--- src/rtl/piecewise_linear_keyframe_animator_macros.svh ---
// ---------------------------------------------------------------------------
// piecewise linear keyframe animator assertion macros
// shared concurrent check forms, disabled while the active-low reset is low
// ---------------------------------------------------------------------------
`ifndef PIECEWISE_LINEAR_KEYFRAME_ANIMATOR_MACROS_SVH
`define PIECEWISE_LINEAR_KEYFRAME_ANIMATOR_MACROS_SVH

// same-cycle implication
`define PLKA_ASSERT_IMP(label, clk, rst_n, ante, cons) \
  label: assert property (@(posedge clk) disable iff (!rst_n) (ante) |-> (cons)) \
    else $error("plka check failed");

// next-cycle implication
`define PLKA_ASSERT_NXT(label, clk, rst_n, ante, cons) \
  label: assert property (@(posedge clk) disable iff (!rst_n) (ante) |=> (cons)) \
    else $error("plka check failed");

`endif

--- src/rtl/plka_pkg.sv ---
// ---------------------------------------------------------------------------
// plka_pkg
// types and fixed constants of the keyframe animator
// ---------------------------------------------------------------------------
package plka_pkg;

  localparam int CFG_AW    = 3;
  localparam int CNT_W     = 5;
  localparam int DUR_W     = 24;
  localparam int VAL_W     = 32;
  localparam int POS_W     = 29;
  localparam int PER_W     = 16;
  localparam int SUM_W     = 30;
  localparam int DVD_W     = 56;
  localparam int DVS_W     = 32;
  localparam int STEP_W    = 6;
  localparam int MOD_STEPS = 30;
  localparam int DIV_STEPS = 32;

  localparam logic [1:0] OP_DUR   = 2'd0;
  localparam logic [1:0] OP_START = 2'd1;
  localparam logic [1:0] OP_STOP  = 2'd2;
  localparam logic [1:0] OP_TICK  = 2'd3;

  localparam logic REG_SEGS  = 1'b0;
  localparam logic REG_COMPS = 1'b1;

  typedef struct packed {
    logic [1:0]        operation;
    logic [3:0]        segment_index;
    logic [3:0]        component_index;
    logic [23:0]       duration_ms;
    logic signed [31:0] endpoint_value;
    logic [15:0]       period_ms;
  } plka_in_t;

  typedef struct packed {
    logic [3:0]         out_component;
    logic signed [31:0] out_value;
    logic               last;
  } plka_out_t;

  typedef struct packed {
    logic              start;
    logic [STEP_W-1:0] steps;
    logic [DVD_W-1:0]  dvd;
    logic [DVS_W-1:0]  rem_init;
    logic [DVS_W-1:0]  dvs;
  } plka_div_req_t;

  typedef struct packed {
    logic             busy;
    logic             done;
    logic [DVS_W-1:0] quo;
    logic [DVS_W-1:0] rem;
  } plka_div_rsp_t;

endpackage

--- src/rtl/plka_div.sv ---
// ---------------------------------------------------------------------------
// plka_div
// shared restoring divider, one quotient bit per cycle
// ---------------------------------------------------------------------------
module plka_div (
  input  logic                    clk,
  input  logic                    rst_n,
  input  plka_pkg::plka_div_req_t req,
  output plka_pkg::plka_div_rsp_t rsp
);

  logic                          busy_r, busy_nxt;
  logic                          done_r, done_nxt;
  logic [plka_pkg::STEP_W-1:0]   cnt_r, cnt_nxt;
  logic [plka_pkg::DVD_W-1:0]    dvd_r, dvd_nxt;
  logic [plka_pkg::DVS_W-1:0]    dvs_r, dvs_nxt;
  logic [plka_pkg::DVS_W-1:0]    rem_r, rem_nxt;
  logic [plka_pkg::DVS_W-1:0]    quo_r, quo_nxt;
  logic [plka_pkg::DVS_W:0]      trial;
  logic                          ge;

  assign trial = {rem_r, dvd_r[plka_pkg::DVD_W-1]};
  assign ge    = trial >= {1'b0, dvs_r};

  always_comb begin
    busy_nxt = busy_r;
    done_nxt = 1'b0;
    cnt_nxt  = cnt_r;
    dvd_nxt  = dvd_r;
    dvs_nxt  = dvs_r;
    rem_nxt  = rem_r;
    quo_nxt  = quo_r;
    if (req.start) begin
      busy_nxt = 1'b1;
      cnt_nxt  = req.steps;
      dvd_nxt  = req.dvd;
      dvs_nxt  = req.dvs;
      rem_nxt  = req.rem_init;
      quo_nxt  = '0;
    end else if (busy_r) begin
      rem_nxt = ge ? plka_pkg::DVS_W'(trial - {1'b0, dvs_r}) : trial[plka_pkg::DVS_W-1:0];
      quo_nxt = {quo_r[plka_pkg::DVS_W-2:0], ge};
      dvd_nxt = dvd_r << 1;
      cnt_nxt = cnt_r - 1'b1;
      if (cnt_r == plka_pkg::STEP_W'(1)) begin
        busy_nxt = 1'b0;
        done_nxt = 1'b1;
      end
    end
  end

  always_ff @(posedge clk) begin
    if (!rst_n) begin
      busy_r <= 1'b0;
      done_r <= 1'b0;
      cnt_r  <= '0;
    end else begin
      busy_r <= busy_nxt;
      done_r <= done_nxt;
      cnt_r  <= cnt_nxt;
    end
    dvd_r <= dvd_nxt;
    dvs_r <= dvs_nxt;
    rem_r <= rem_nxt;
    quo_r <= quo_nxt;
  end

  assign rsp.busy = busy_r;
  assign rsp.done = done_r;
  assign rsp.quo  = quo_r;
  assign rsp.rem  = rem_r;

endmodule

--- config.mk ---
export PLATFORM = sky130hd
export DESIGN_NAME = plka_div
export DESIGN_NICKNAME = d
export VERILOG_FILES = /design/src/rtl/piecewise_linear_keyframe_animator_macros.svh /design/src/rtl/plka_pkg.sv /design/src/rtl/plka_div.sv
export SDC_FILE = /design/constraint.sdc
export NUM_CORES = 1
export LEC_CHECK = 0
export ABC_AREA = 1
export BUFFER_PORTS_ARGS = -buffer_cell sky130_fd_sc_hd__buf_4
export CORE_MARGIN = 10
export CORE_UTILIZATION = 50
export DETAILED_ROUTE_END_ITERATION = 16
export PLACE_DENSITY = 0.74
export SYNTH_ARGS = -nofsm -noshare
export SYNTH_HDL_FRONTEND = slang
export SYNTH_SLANG_ARGS = --single-unit
--- constraint.sdc ---
create_clock -name clk -period 8.15 [get_ports clk]
set_input_delay 1.2225 -clock clk [delete_from_list [all_inputs] [get_ports clk]]
set_output_delay 1.2225 -clock clk [all_outputs]
set_load 0.02 [all_outputs]
==> Implementation_results.wiki <==
{| class="wikitable"
! Metric !! Value
|-
| Status || finished, final reports clean
|-
| Peak clock frequency supported by timing || 0.3201 GHz
|-
| Buffer levels on the longest clock path || 2
|-
| Count of clock tree sinks || 160
|-
| Leading post-synthesis cells by instance count || sky130_fd_sc_hd__nand2_1 (518), sky130_fd_sc_hd__inv_1 (205), sky130_fd_sc_hd__edfxtp_1 (120)
|-
| Number of cells produced by synthesis || 1223
|-
| Critical Path Sink Type || flip-flop
|-
| Number of placement rows || 49
|-
| Fraction of registers with async set or reset after synthesis || 0%
|-
| M1 GR Usage || 23.96%
|-
| Most used standard cell by instance count after synthesis || sky130_fd_sc_hd__nand2_1
|-
| Root buf cell || sky130_fd_sc_hd__clkbuf_16
|-
| Final non-filler cell total || 1644
|-
| Layout cells sized above 1 || 18.37%
|-
| Warning count from the yosys run || 0
|-
| Instance count along the most critical hold path || 2
|-
| Reg-to-reg slack, setup || 5.07 ns
|-
| Number of antenna-violating nets in the routed design || 0
|-
| Pin count of the biggest net entering global routing || 93
|-
| Cts-stage hold buffer count || 0
|-
| Antenna violations before repair || 0
|-
| Initial cell density of the core || 51.43%
|-
| Number of buffers inserted during clock tree synthesis || 17
|-
| Vias in the first global route || 8260
|-
| Fraction of met3 tracks used by global routing || 8.087%
|-
| Worst-Margin Slew || 1.108 ns
|-
| Crit path launch type || input pin
|-
| Die Y || 156.6 µm
|-
| Wire length of the first global-routing pass || 40700 µm
|-
| # diodes || 0
|-
| TritonCTS clock tree || yes
|-
| Sequential element share of the synthesized area || 47.19%
|-
| Critical register-to-register path startpoint || rem_r[27]$_DFFE_PP_
|-
| Category of the most critical setup path || input pin to flip-flop
|-
| Number of H-tree levels || 4
|-
| Total standard cell area after synthesis || 9333 µm²
|-
| Worst setup timing slack at the placement stage || 4.554 ns
|-
| Launch instance of the worst min-delay path || quo_r[31]$_SDFFE_PP0P_
|-
| Post-detail-place hpwl || 19190 µm
|-
| #FFs+latches synth || 160
|-
| Clock skew after layout || 0.01663 ns
|-
| Commonest register cell after synthesis || sky130_fd_sc_hd__edfxtp_1
|-
| Number of nets at the end of the flow || 1566
|-
| Static leakage || 0.005920 µW
|-
| Setup repair after global routing missed its margin || no
|-
| Total count of max-transition violations in the final report || 0
|-
| Number of distinct standard cells referenced by the synthesized netlist || 36
|-
| Remaining design rule violation count || 0
|-
| Post-cts gate resize count || 0
|-
| Worst rel slew slack || 25.97%
|-
| Total vias in the final route || 8130
|-
| Final-report hold violation count || 0
|-
| Leftover overflow at the end of global routing || 0
|-
| Final routed wire length divided by cell count || 15.59 µm
|-
| Most Used Layer, Global Route || met2
|-
| Number of instances in the placed design || 1612
|-
| Shortest period the worst path allows || 3.125 ns
|-
| Cell type with the largest total area after synthesis || sky130_fd_sc_hd__edfxtp_1
|-
| Placeable core area || 18150 µm²
|-
| Area share of the largest cell type after synthesis || 38.61%
|-
| Peak supply drop || 0.0001834 V
|-
| Number of buffers inserted to repair setup after CTS || 0
|-
| Synth Net Count || 1387
|-
| Ratio of routed vias to standard cells || 4.945
|-
| Final-report setup violation count || 0
|-
| I/O pin count || 195
|-
| Global-route usage over all layers || 20.79%
|-
| 1st-iter DRT viols || 507
|-
| Final Wtd Congestion || 0.9510
|-
| Crit path required time || 8.21 ns
|-
| P per Cell Area || 243.8 nW/µm²
|-
| # Max-Cap Violations || 0
|-
| Met2 capacity usage during global routing || 35.89%
|-
| Area grow syn2layout || 23.49%
|-
| Average footprint of a synthesized cell || 7.631 µm²
|-
| Total Die Area || 24530 µm²
|-
| Reg-to-Reg End || rem_r[18]$_DFFE_PP_
|-
| Number of detailed-routing iterations run before antenna repair || 5
|-
| Clk slew on worst S/H paths || 0.07 ns
|-
| Top fanout value on the critical path || 69
|-
| Insertion delay to the later sink of the worst-skew pair || 0.44 ns
|-
| Worst r2r path cells || 10
|-
| Die boundary width || 156.6 µm
|-
| Number of port buffers || 194
|-
| Final Cycle Share || 38.34%
|-
| Worst Slack Setup Final || 5.025 ns
|-
| Number of enable-type register cells in the synthesized netlist || 120
|-
| Hold endpoint || quo_r[31]$_SDFFE_PP0P_
|-
| Worst Path Arrival || 3.19 ns
|-
| Setup TNS || 0 ns
|-
| Most area-consuming cells after synthesis || sky130_fd_sc_hd__edfxtp_1 (39%), sky130_fd_sc_hd__nand2_1 (21%), sky130_fd_sc_hd__dfxtp_1 (8.6%)
|-
| Routed wire length || 25630 µm
|-
| Hold Path Class || flip-flop to flip-flop
|}
## how the worst max path moves through the flow
stage                              from                     end  slack [ns]  depth (start not counted)
floorplan                      req[126]  dvd_r[0]$_SDFFCE_PN0P_        3.43                          4
global placement               req[126]     dvd_r[19]$_DFFE_PP_        4.64                          4
detailed placement             req[126]     dvd_r[20]$_DFFE_PP_        4.55                          4
CTS                            req[126]     rem_r[28]$_DFFE_PP_        5.02                          4
global route        rem_r[25]$_DFFE_PP_     rem_r[18]$_DFFE_PP_        4.82                         12
finish                         req[126]     dvd_r[42]$_DFFE_PP_        5.03                          4
## power breakdown
part	switching [µW]	total [µW]	internal [µW]	leakage [µW]
combinational	590	947	357	0.00408
clock	407	832	426	0.000304
sequential	46.0	1030	984	0.00154
total	1040	2810	1770	0.00592
## layer usage
metal | vias to the layer above | wire (µm)
met3 | 23 | 2157
met4 | 0 | 330
met5 | - | 0
met1 | 3704 | 10590
met2 | 212 | 12550
li1 | 4191 | -
## flip-flops by register name, summed over array words and instances (netlist names)
name,count
dvs_r,32
cnt_r,6
busy_r,1
dvd_r,56
done_r,1
rem_r,32
quo_r,32
## final cells by class
type	instances	area, µm²
Clock buffer	17	425.4
Clock inverter	15	206.4
Fill cell	1652	6623
Inverter	210	790.8
Multi-Input combinational cell	816	3933
Sequential cell	160	4404
Tap cell	229	286.5
Timing Repair Buffer	197	1479
## cells by family (layout without fill, tap and decap cells)
kind of cell | Yosys count | count (layout) | share of synthesized area, %
simple gates | 702 | 702 | 31.93
compound gates | 65 | 65 | 4.116
fa+ha+maj | 35 | 35 | 4.773
xor+xnor | 14 | 14 | 1.314
buf+inv | 247 | 439 | 10.67
flops | 160 | 160 | 47.19
## through the flow
step                      hold slack, ns  utilization (%)  instance area [µm²]  power [µW]
after global routing              0.5089            63.51                11520        2993
after detailed placement          0.4615            60.02                10890        1993
after global placement            0.4735            60.02                10890        1978
after floorplan                   0.4608                -                 9333        1720
final                             0.4766            63.51                11520        2809
after CTS                         0.4788            63.51                11520        2829
## worst max-delay path, stage by stage
cell and delay, ns:
sky130_fd_sc_hd__buf_4 0.37, sky130_fd_sc_hd__nor2_1 0.21, sky130_fd_sc_hd__inv_4 0.50, sky130_fd_sc_hd__buf_4 0.80
## cells in the final DEF, fill, tap and decap left out
cell type	instances
sky130_fd_sc_hd__a31oi_1	3
sky130_fd_sc_hd__and2_1	3
sky130_fd_sc_hd__inv_1	205
sky130_fd_sc_hd__or2_2	1
sky130_fd_sc_hd__inv_2	4
sky130_fd_sc_hd__nor3_1	3
sky130_fd_sc_hd__nand4_1	11
sky130_fd_sc_hd__nand2_2	5
sky130_fd_sc_hd__fa_1	1
sky130_fd_sc_hd__nor2_2	4
sky130_fd_sc_hd__nand2_4	2
sky130_fd_sc_hd__dfxtp_1	40
sky130_fd_sc_hd__xnor2_1	14
sky130_fd_sc_hd__clkbuf_16	17
sky130_fd_sc_hd__o21ai_0	9
sky130_fd_sc_hd__edfxtp_1	120
sky130_fd_sc_hd__nand3_1	66
sky130_fd_sc_hd__nand2_8	1
sky130_fd_sc_hd__clkinv_8	6
sky130_fd_sc_hd__nand3_2	10
sky130_fd_sc_hd__o21a_1	2
sky130_fd_sc_hd__nor2_1	51
sky130_fd_sc_hd__nand2_1	518
sky130_fd_sc_hd__a22oi_1	1
sky130_fd_sc_hd__o22ai_1	30
sky130_fd_sc_hd__a21oi_2	2
sky130_fd_sc_hd__inv_8	1
sky130_fd_sc_hd__nand3b_1	26
sky130_fd_sc_hd__o21bai_1	1
sky130_fd_sc_hd__a21oi_1	17
sky130_fd_sc_hd__nor2_4	1
sky130_fd_sc_hd__inv_6	2
sky130_fd_sc_hd__inv_12	4
sky130_fd_sc_hd__buf_4	197
sky130_fd_sc_hd__clkinv_4	1
sky130_fd_sc_hd__inv_4	2
sky130_fd_sc_hd__ha_1	34
No activity file was read; power rests on OpenSTA's default activity.
