[src/rtl/piecewise_linear_keyframe_animator_macros.svh]
// ---------------------------------------------------------------------------
// piecewise linear keyframe animator assertion macros
// shared concurrent check forms, disabled while the active-low reset is low
// ---------------------------------------------------------------------------
`ifndef PIECEWISE_LINEAR_KEYFRAME_ANIMATOR_MACROS_SVH
`define PIECEWISE_LINEAR_KEYFRAME_ANIMATOR_MACROS_SVH

// same-cycle implication
`define PLKA_ASSERT_IMP(label, clk, rst_n, ante, cons) \
  label: assert property (@(posedge clk) disable iff (!rst_n) (ante) |-> (cons)) \
    else $error("plka check failed");

// next-cycle implication
`define PLKA_ASSERT_NXT(label, clk, rst_n, ante, cons) \
  label: assert property (@(posedge clk) disable iff (!rst_n) (ante) |=> (cons)) \
    else $error("plka check failed");

`endif

[src/rtl/plka_ram.sv]
// ---------------------------------------------------------------------------
// plka_ram
// simple dual-port ram, one write and one registered read port
// ---------------------------------------------------------------------------
module plka_ram #(
  parameter int WIDTH = 32,
  parameter int DEPTH = 16,
  localparam int AW = (DEPTH > 1) ? $clog2(DEPTH) : 1
) (
  input  logic             clk,
  input  logic             we,
  input  logic [AW-1:0]    waddr,
  input  logic [WIDTH-1:0] wdata,
  input  logic [AW-1:0]    raddr,
  output logic [WIDTH-1:0] rdata
);

  logic [WIDTH-1:0] mem_r [DEPTH];
  logic [WIDTH-1:0] rdata_r;

  always_ff @(posedge clk) begin
    if (we) begin
      mem_r[waddr] <= wdata;
    end
    rdata_r <= mem_r[raddr];
  end

  assign rdata = rdata_r;

endmodule

[config.mk]
export PLATFORM = sky130hd
export DESIGN_NAME = plka_ram
export DESIGN_NICKNAME = d
export VERILOG_FILES = /design/src/rtl/piecewise_linear_keyframe_animator_macros.svh /design/src/rtl/plka_ram.sv
export SDC_FILE = /design/constraint.sdc
export NUM_CORES = 1
export LEC_CHECK = 0
export BUFFER_PORTS_ARGS = -buffer_cell sky130_fd_sc_hd__buf_2
export CAP_MARGIN = 20
export CORE_ASPECT_RATIO = 0.8
export CORE_MARGIN = 3
export CORE_UTILIZATION = 40
export DETAILED_ROUTE_END_ITERATION = 12
export HOLD_SLACK_MARGIN = 0.05
export SYNTH_ARGS = -nofsm -noshare
export SYNTH_HDL_FRONTEND = slang
export SYNTH_SLANG_ARGS = --single-unit
[constraint.sdc]
create_clock -name clk -period 4.5 [get_ports clk]
set_input_delay 0.675 -clock clk [delete_from_list [all_inputs] [get_ports clk]]
set_output_delay 0.675 -clock clk [all_outputs]
set_load 0.02 [all_outputs]
==> results of run 1 <==
[power groups by stage]
stage	clock (W)	sequential [W]	combinational [W]
floorplan	0	0.00584	0.000272
CTS	0.00412	0.00570	0.000537
global placement	0	0.00581	0.000529
finish	0.00404	0.00570	0.000527
detailed placement	0	0.00581	0.000536
global route	0.00434	0.00571	0.000575
[stage by stage]
step	util	area (µm²)	hold slack (ns)
after CTS	0.468	22800	0.432
final	0.468	22800	0.468
after floorplan	-	19900	0.635
after global placement	0.435	21200	0.651
after global routing	0.468	22800	0.456
after detailed placement	0.436	21200	0.658
[per-layer routing]
layer	vias up	global-route usage	part of all wire
met5	-	0	0.00048
li1	3790	-	-
met3	57	0.0335	0.064
met2	280	0.238	0.43
met1	4858	0.261	0.49
met4	4	0.0342	0.017
[Yosys cell counts]
cell / instances / area [µm²]
sky130_fd_sc_hd__nor2b_1: 2 / 12.5
sky130_fd_sc_hd__buf_4: 11 / 82.6
sky130_fd_sc_hd__nand3_1: 1 / 5.00
sky130_fd_sc_hd__nand2_1: 33 / 124
sky130_fd_sc_hd__edfxtp_1: 512 / 15400
sky130_fd_sc_hd__and2_1: 1 / 6.26
sky130_fd_sc_hd__or3b_2: 1 / 8.76
sky130_fd_sc_hd__dfxtp_1: 32 / 641
sky130_fd_sc_hd__clkbuf_1: 17 / 63.8
sky130_fd_sc_hd__nand3b_1: 2 / 15.0
sky130_fd_sc_hd__nand2b_1: 2 / 12.5
sky130_fd_sc_hd__a22oi_1: 64 / 480
sky130_fd_sc_hd__buf_2: 4 / 20.0
sky130_fd_sc_hd__mux4_2: 128 / 2880
sky130_fd_sc_hd__buf_6: 2 / 22.5
sky130_fd_sc_hd__nor3_1: 4 / 20.0
sky130_fd_sc_hd__buf_1: 9 / 33.8
sky130_fd_sc_hd__nor2_1: 13 / 48.8
[area by class of cell]
class | count | area (µm²)
clock inverter | 32 | 223
sequential | 544 | 16000
fill | 4009 | 25900
timing repair buffer | 102 | 648
clock buffer | 62 | 1330
multi-input combinational | 251 | 3750
tap | 666 | 833
[state kept, by name (all words and copies together), names as in the netlist]
name and count:
mem_r 512, rdata 32
[cell families after synthesis]
logic type             after synthesis  share of synthesized area
DFF                                544                      0.807
and+or+nand+nor                     59                     0.0127
muxes                              128                      0.145
AOI/OAI and AO/OA                   64                     0.0242
buffers and inverters               43                     0.0112
[worst paths after layout]
check	start	to	slack (ns)	cells after the start
worst max-delay path	raddr[0]	rdata[31]	2.28	5
worst min-delay path	wdata[12]	mem_r[12][12]	0.47	1
worst max register to register	mem_r[3][2]	rdata[2]	3.00	3
worst min register to register	mem_r[14][16]	rdata[16]	0.67	3
==> out/results.md, run 1 <==
| Result | Value |
| --- | --- |
| Run status | completed |
| Post CTS Setup Buffer Count | 0 |
| Worst Slack Setup Final | 2.28 ns |
| Initial antenna violation count | 2 |
| Chip Width | 255 µm |
| Fraction of the yosys area taken by sequential cells | 0.807 |
| CP startpoint kind | input pin |
| Time the worst path needs with I/O delays and setup | 2.22 ns |
| Slew margin rel. | 0.266 |
| Ordered cell list for the critical path | clkbuf_8 > buf_4 > mux4_2 > a22oi_1 > nand2_1 |
| Overall power of the completed layout | 0.0103 W |
| Worst min-delay path class | input pin to register |
| Post-CTS sizing | 0 |
| Max Slew Vio Count | 0 |
| Internal power summed over all cells | 0.00809 W |
| Detail-routed via count per cell | 5.42 |
| Clk pwr share | 0.393 |
| I/O pins | 74 |
| Non-filler instance count after layout | 1657 |
| Row Count | 72 |
| Post-synthesis cell count | 838 |
| Clock-pin slew of the registers on the worst-case setup and hold paths | 0.06 ns |
| Final Net Count | 992 |
| TritonCTS clock tree | built |
| Overall fraction of global-route tracks in use | 0.165 |
| Yosys warns | 0 |
| Max Root-Sink Buffers | 3 |
| Final critical-path share of the clock period | 0.494 |
| Highest-delay cell along the critical path | sky130_fd_sc_hd__clkbuf_8 |
| Area enclosed by the die boundary | 52400 µm² |
| Initial core utilization | 0.407 |
| Routed wire length per instance | 25.3 µm |
| Sequential group share of total power | 0.555 |
| Worst path required time | 4.95 ns |
| Endpoint kind of the worst setup timing path | register |
| Worst Skew | 0.0165 ns |
| Kind of critical path | input pin to register |
| Transition time at the pin with the least slew margin | 1.10 ns |
| Number of max-capacitance violations reported | 0 |
| Number of buffers inserted during clock tree synthesis | 51 |
| Count of endpoints failing hold in the final timing report | 0 |
| Final setup violation count | 0 |
| Area Overhead vs Synth | 14.8% |
| Aggregate global routing overflow | 0 |
| Total standard cell area after synthesis | 19900 µm² |
| Maximum number of pins on one net before global-route repair | 71 |
| Most frequent standard cell in the layout excluding fill and tap cells | sky130_fd_sc_hd__edfxtp_1 |
| Vertical extent of the die | 205 µm |
| Inst Count DP | 1563 |
| Peak Freq | 0.450 GHz |
| Final routed wirelength across all metal layers | 41.9 mm |
| DR pass1 iterations | 5 |
| Pre-CTS setup slack | 1.65 ns |
| Critical path's top delay family | buffers and inverters |
| Leak | 7.25 nW |
| Post-route DRC | 0 |
| Number of synthesized register bits | 544 |
| Port-buffer cells | 73 |
| Post-Syn Area per Cell | 23.7 µm² |
| Worst IR Drop VDD | 0.293 mV |
| Setup TNS | 0 ns |
| Wire length of the first global-routing pass | 62.8 mm |
| Critical path peak fanout | 67 |
| Placed wire-length estimate | 23.1 mm |
| Signal arrival time at the worst endpoint | 2.68 ns |
| Root buffer cell | sky130_fd_sc_hd__clkbuf_16 |
| Count of hold buffers inserted by post-cts repair | 0 |
| Routed via count | 8989 |
| Buf+Inv Stages, Crit Path | 2 |
| Violation count after the first detailed-route iteration | 847 |
| Global placer's final weighted congestion | 0.701 |
| PD cells | 450 nW/µm² |
| Power dissipated by switching net loads | 0.00218 W |
| Sinks on Clock Net | 544 |
| Core Box Area | 48700 µm² |
| Synth unique cells | 18 |
| Commonest non-fill, non-tap cells in the layout | sky130_fd_sc_hd__edfxtp_1 (512), sky130_fd_sc_hd__mux4_2 (128), sky130_fd_sc_hd__buf_2 (71) |
| Switching portion of total power | 0.212 |
| Ratio of cells with drive above 1 in the final layout | 0.326 |
| RSZ-0062 raised after global routing | no |
| Later-pin clock latency in the skew report | 0.58 ns |
| Via count of the first global-routing pass | 9428 |
| Number of nets produced by synthesis | 880 |
| Post-detailed-route count of antenna-violating nets | 0 |
| Delay of the slowest cell on the worst path | 0.62 ns |
| Antenna diodes | 0 |
| Comb pwr share | 0.051 |
| Number of levels the H-tree was split into | 2 |
Power figures use the tool's default switching activity.
==> run 2, diff against run 1 <==
==> constraint.sdc (replaced) <==
create_clock -name clk -period 2.1 [get_ports clk]
set_input_delay 0.315 -clock clk [delete_from_list [all_inputs] [get_ports clk]]
set_output_delay 0.315 -clock clk [all_outputs]
set_load 0.02 [all_outputs]
==> run 2 against run 1 <==
Routed wire length rose by 3.7%. Highest routed layer unchanged. Sequential power rose by 110%. Sequential cell count did not move. Worst hold slack got worse by 0.37 ns.
==> out/results.md, run 2 (same netlist as run 1, synthesis figures left out) <==
| Result | Value | vs previous |
| --- | --- | --- |
| Routed via count | 9044 | +0.61% |
| Time the worst path needs with I/O delays and setup | 1.49 ns |  |
| Commonest non-fill, non-tap cells in the layout | sky130_fd_sc_hd__edfxtp_1 (512), sky130_fd_sc_hd__mux4_2 (128), sky130_fd_sc_hd__buf_2 (71) |  |
| Critical path's top delay family | flip-flops |  |
| Worst min-delay path class | input pin to register |  |
| Area Overhead vs Synth | 18.0% |  |
| Kind of critical path | register to output pin |  |
| Post-CTS sizing | 0 | unchanged |
| Post-detailed-route count of antenna-violating nets | 0 | unchanged |
| Hold Path Cell Cnt | 1 | unchanged |
| Wire length of the first global-routing pass | 63.9 mm | +1.8% |
| Transition time at the pin with the least slew margin | 1.15 ns | +0.0439 ns |
| Delay of the slowest cell on the worst path | 0.40 ns | -0.22 ns |
| Global placer's final weighted congestion | 0.700 | -0.17% |
| Via count of the first global-routing pass | 9406 | -0.23% |
| Critical Path Source | rdata[22] |  |
| Worst Min Path Start | wdata[26] |  |
| Count of endpoints failing hold in the final timing report | 0 | unchanged |
| Initial antenna violation count | 6 | +4 |
| Vertical extent of the die | 205 µm | unchanged |
| Leak | 7.49 nW | +3.3% |
| Count of hold buffers inserted by post-cts repair | 0 | unchanged |
| Number of max-capacitance violations reported | 0 | unchanged |
| Stages on worst setup path | 1 | -4 |
| Reg2Reg Depth | 3 | unchanged |
| Port-buffer cells | 73 | unchanged |
| Clock-pin slew of the registers on the worst-case setup and hold paths | 0.06 ns | about the same |
| Later-pin clock latency in the skew report | 0.58 ns | about the same |
| Initial core utilization | 0.407 | unchanged |
| Routed wire length per instance | 25.9 µm | +2.3% |
| Area enclosed by the die boundary | 52400 µm² | unchanged |
| Number of buffers inserted during clock tree synthesis | 51 | unchanged |
| Slew margin rel. | 0.237 | -0.0293 |
| CP startpoint kind | register |  |
| Ratio of cells with drive above 1 in the final layout | 0.339 | +0.0130 |
| DR pass1 iterations | 4 | -1 |
| Core Box Area | 48700 µm² | unchanged |
| Signal arrival time at the worst endpoint | 1.18 ns | -1.50 ns |
| Buf+Inv Stages, Crit Path | 1 | -1 |
| Share of the core filled with cells in the final layout | 0.481 | +0.0128 |
| Post-route DRC | 0 | unchanged |
| Worst path required time | 1.78 ns | -3.17 ns |
| Highest-delay cell along the critical path | sky130_fd_sc_hd__dfxtp_1 |  |
| PD cells | 956 nW/µm² | +110% |
| Final setup violation count | 0 | unchanged |
| Maximum number of pins on one net before global-route repair | 36 | -49% |
| Max reg flops | 512 | unchanged |
| Peak Freq | 0.669 GHz |  |
| Max Root-Sink Buffers | 3 | unchanged |
| Root buffer cell | sky130_fd_sc_hd__clkbuf_16 |  |
| Standard cell area after detailed placement | 21800 µm² | +2.5% |
| Final non-filler cell area | 23400 µm² | +2.7% |
| Number of levels the H-tree was split into | 2 | unchanged |
| Inst Count DP | 1583 | +1.3% |
| Max Slew Vio Count | 0 | unchanged |
| Run status | completed |  |
| Final critical-path share of the clock period | 0.711 |  |
| Non-filler instance count after layout | 1679 | +1.3% |
| Overall fraction of global-route tracks in use | 0.170 | +0.00466 |
| Violation count after the first detailed-route iteration | 684 | -19% |
| Worst IR Drop VDD | 0.661 mV | +130% |
| Ordered cell list for the critical path | buf_2 |  |
| Post CTS Setup Buffer Count | 0 | unchanged |
| Sinks on Clock Net | 544 | unchanged |
| Chip Width | 255 µm | unchanged |
| Filler instances | 3934 | -1.9% |
| Detail-routed via count per cell | 5.39 | -0.71% |
| Aggregate global routing overflow | 0 | unchanged |
| Row Count | 72 | unchanged |
| Endpoint kind of the worst setup timing path | output pin |  |
| Reg with most FFs | mem_r |  |
| I/O pins | 74 | unchanged |
| Worst flop-to-flop path startpoint | mem_r[8][23] |  |
| Final Net Count | 1012 | +2.0% |
| Most frequent standard cell in the layout excluding fill and tap cells | sky130_fd_sc_hd__edfxtp_1 |  |
| Setup TNS | 0 ns | unchanged |
| RSZ-0062 raised after global routing | no |  |
| Overall power of the completed layout | 0.0224 W | +120% |
| Final routed wirelength across all metal layers | 43.5 mm | +3.7% |
| Placed wire-length estimate | 23.1 mm | about the same |
| TritonCTS clock tree | built |  |
| Critical path peak fanout | 1 | -99% |
| Worst Skew | 0.0324 ns | +0.0160 ns |
## run 2: changes by cell type in the layout (fill, tap and decap cells not counted), sizes merged
cell / previous run / this run
buf: 101 / 121
inv: 3 / 1
diode: 0 / 1
clkbuf: 63 / 76
bufinv: 2 / 3
clkinv: 25 / 14
## run 2: worst paths after layout
check / end / slack (ns)
min reg2reg: rdata[17] / 0.66
max reg2reg: rdata[23] / 0.78
max: rdata[22] / 0.61
min: mem_r[2][26] / 0.10
## run 2: layout make-up
class	count	area [µm²]	area share
clock buffers	75	1440	0.0614
multi-input cells	251	3770	0.161
flip-flops and latches	544	16000	0.684
repair buffers	122	1160	0.0496
diodes	1	2.50	0.000107
clock inverters	20	196	0.00839
well taps	666	833	0.0356
## run 2: per-layer routing
layer	wire [µm]	share of wire	global-route usage
met1	19400	0.45	0.250
met2	20800	0.48	0.266
met3	2580	0.059	0.0344
met4	662	0.015	0.0332
met5	51	0.0012	0
## run 2: power by group
| part | switching [W] | leakage, nW | total [W] | internal, W |
|---|---|---|---|---|
| clock network | 0.00385 | 0.792 | 0.00897 | 0.00513 |
| registers | 0.0000773 | 4.89 | 0.0122 | 0.0121 |
| logic | 0.000712 | 1.81 | 0.00120 | 0.000490 |
## run 2: through the flow
step	hold slack [ns]	worst slack [ns]
final	0.101	0.606
after detailed placement	0.658	0.196
after global placement	0.652	0.224
after CTS	0.0855	0.597
after floorplan	0.414	-0.523
after global routing	0.0942	0.582
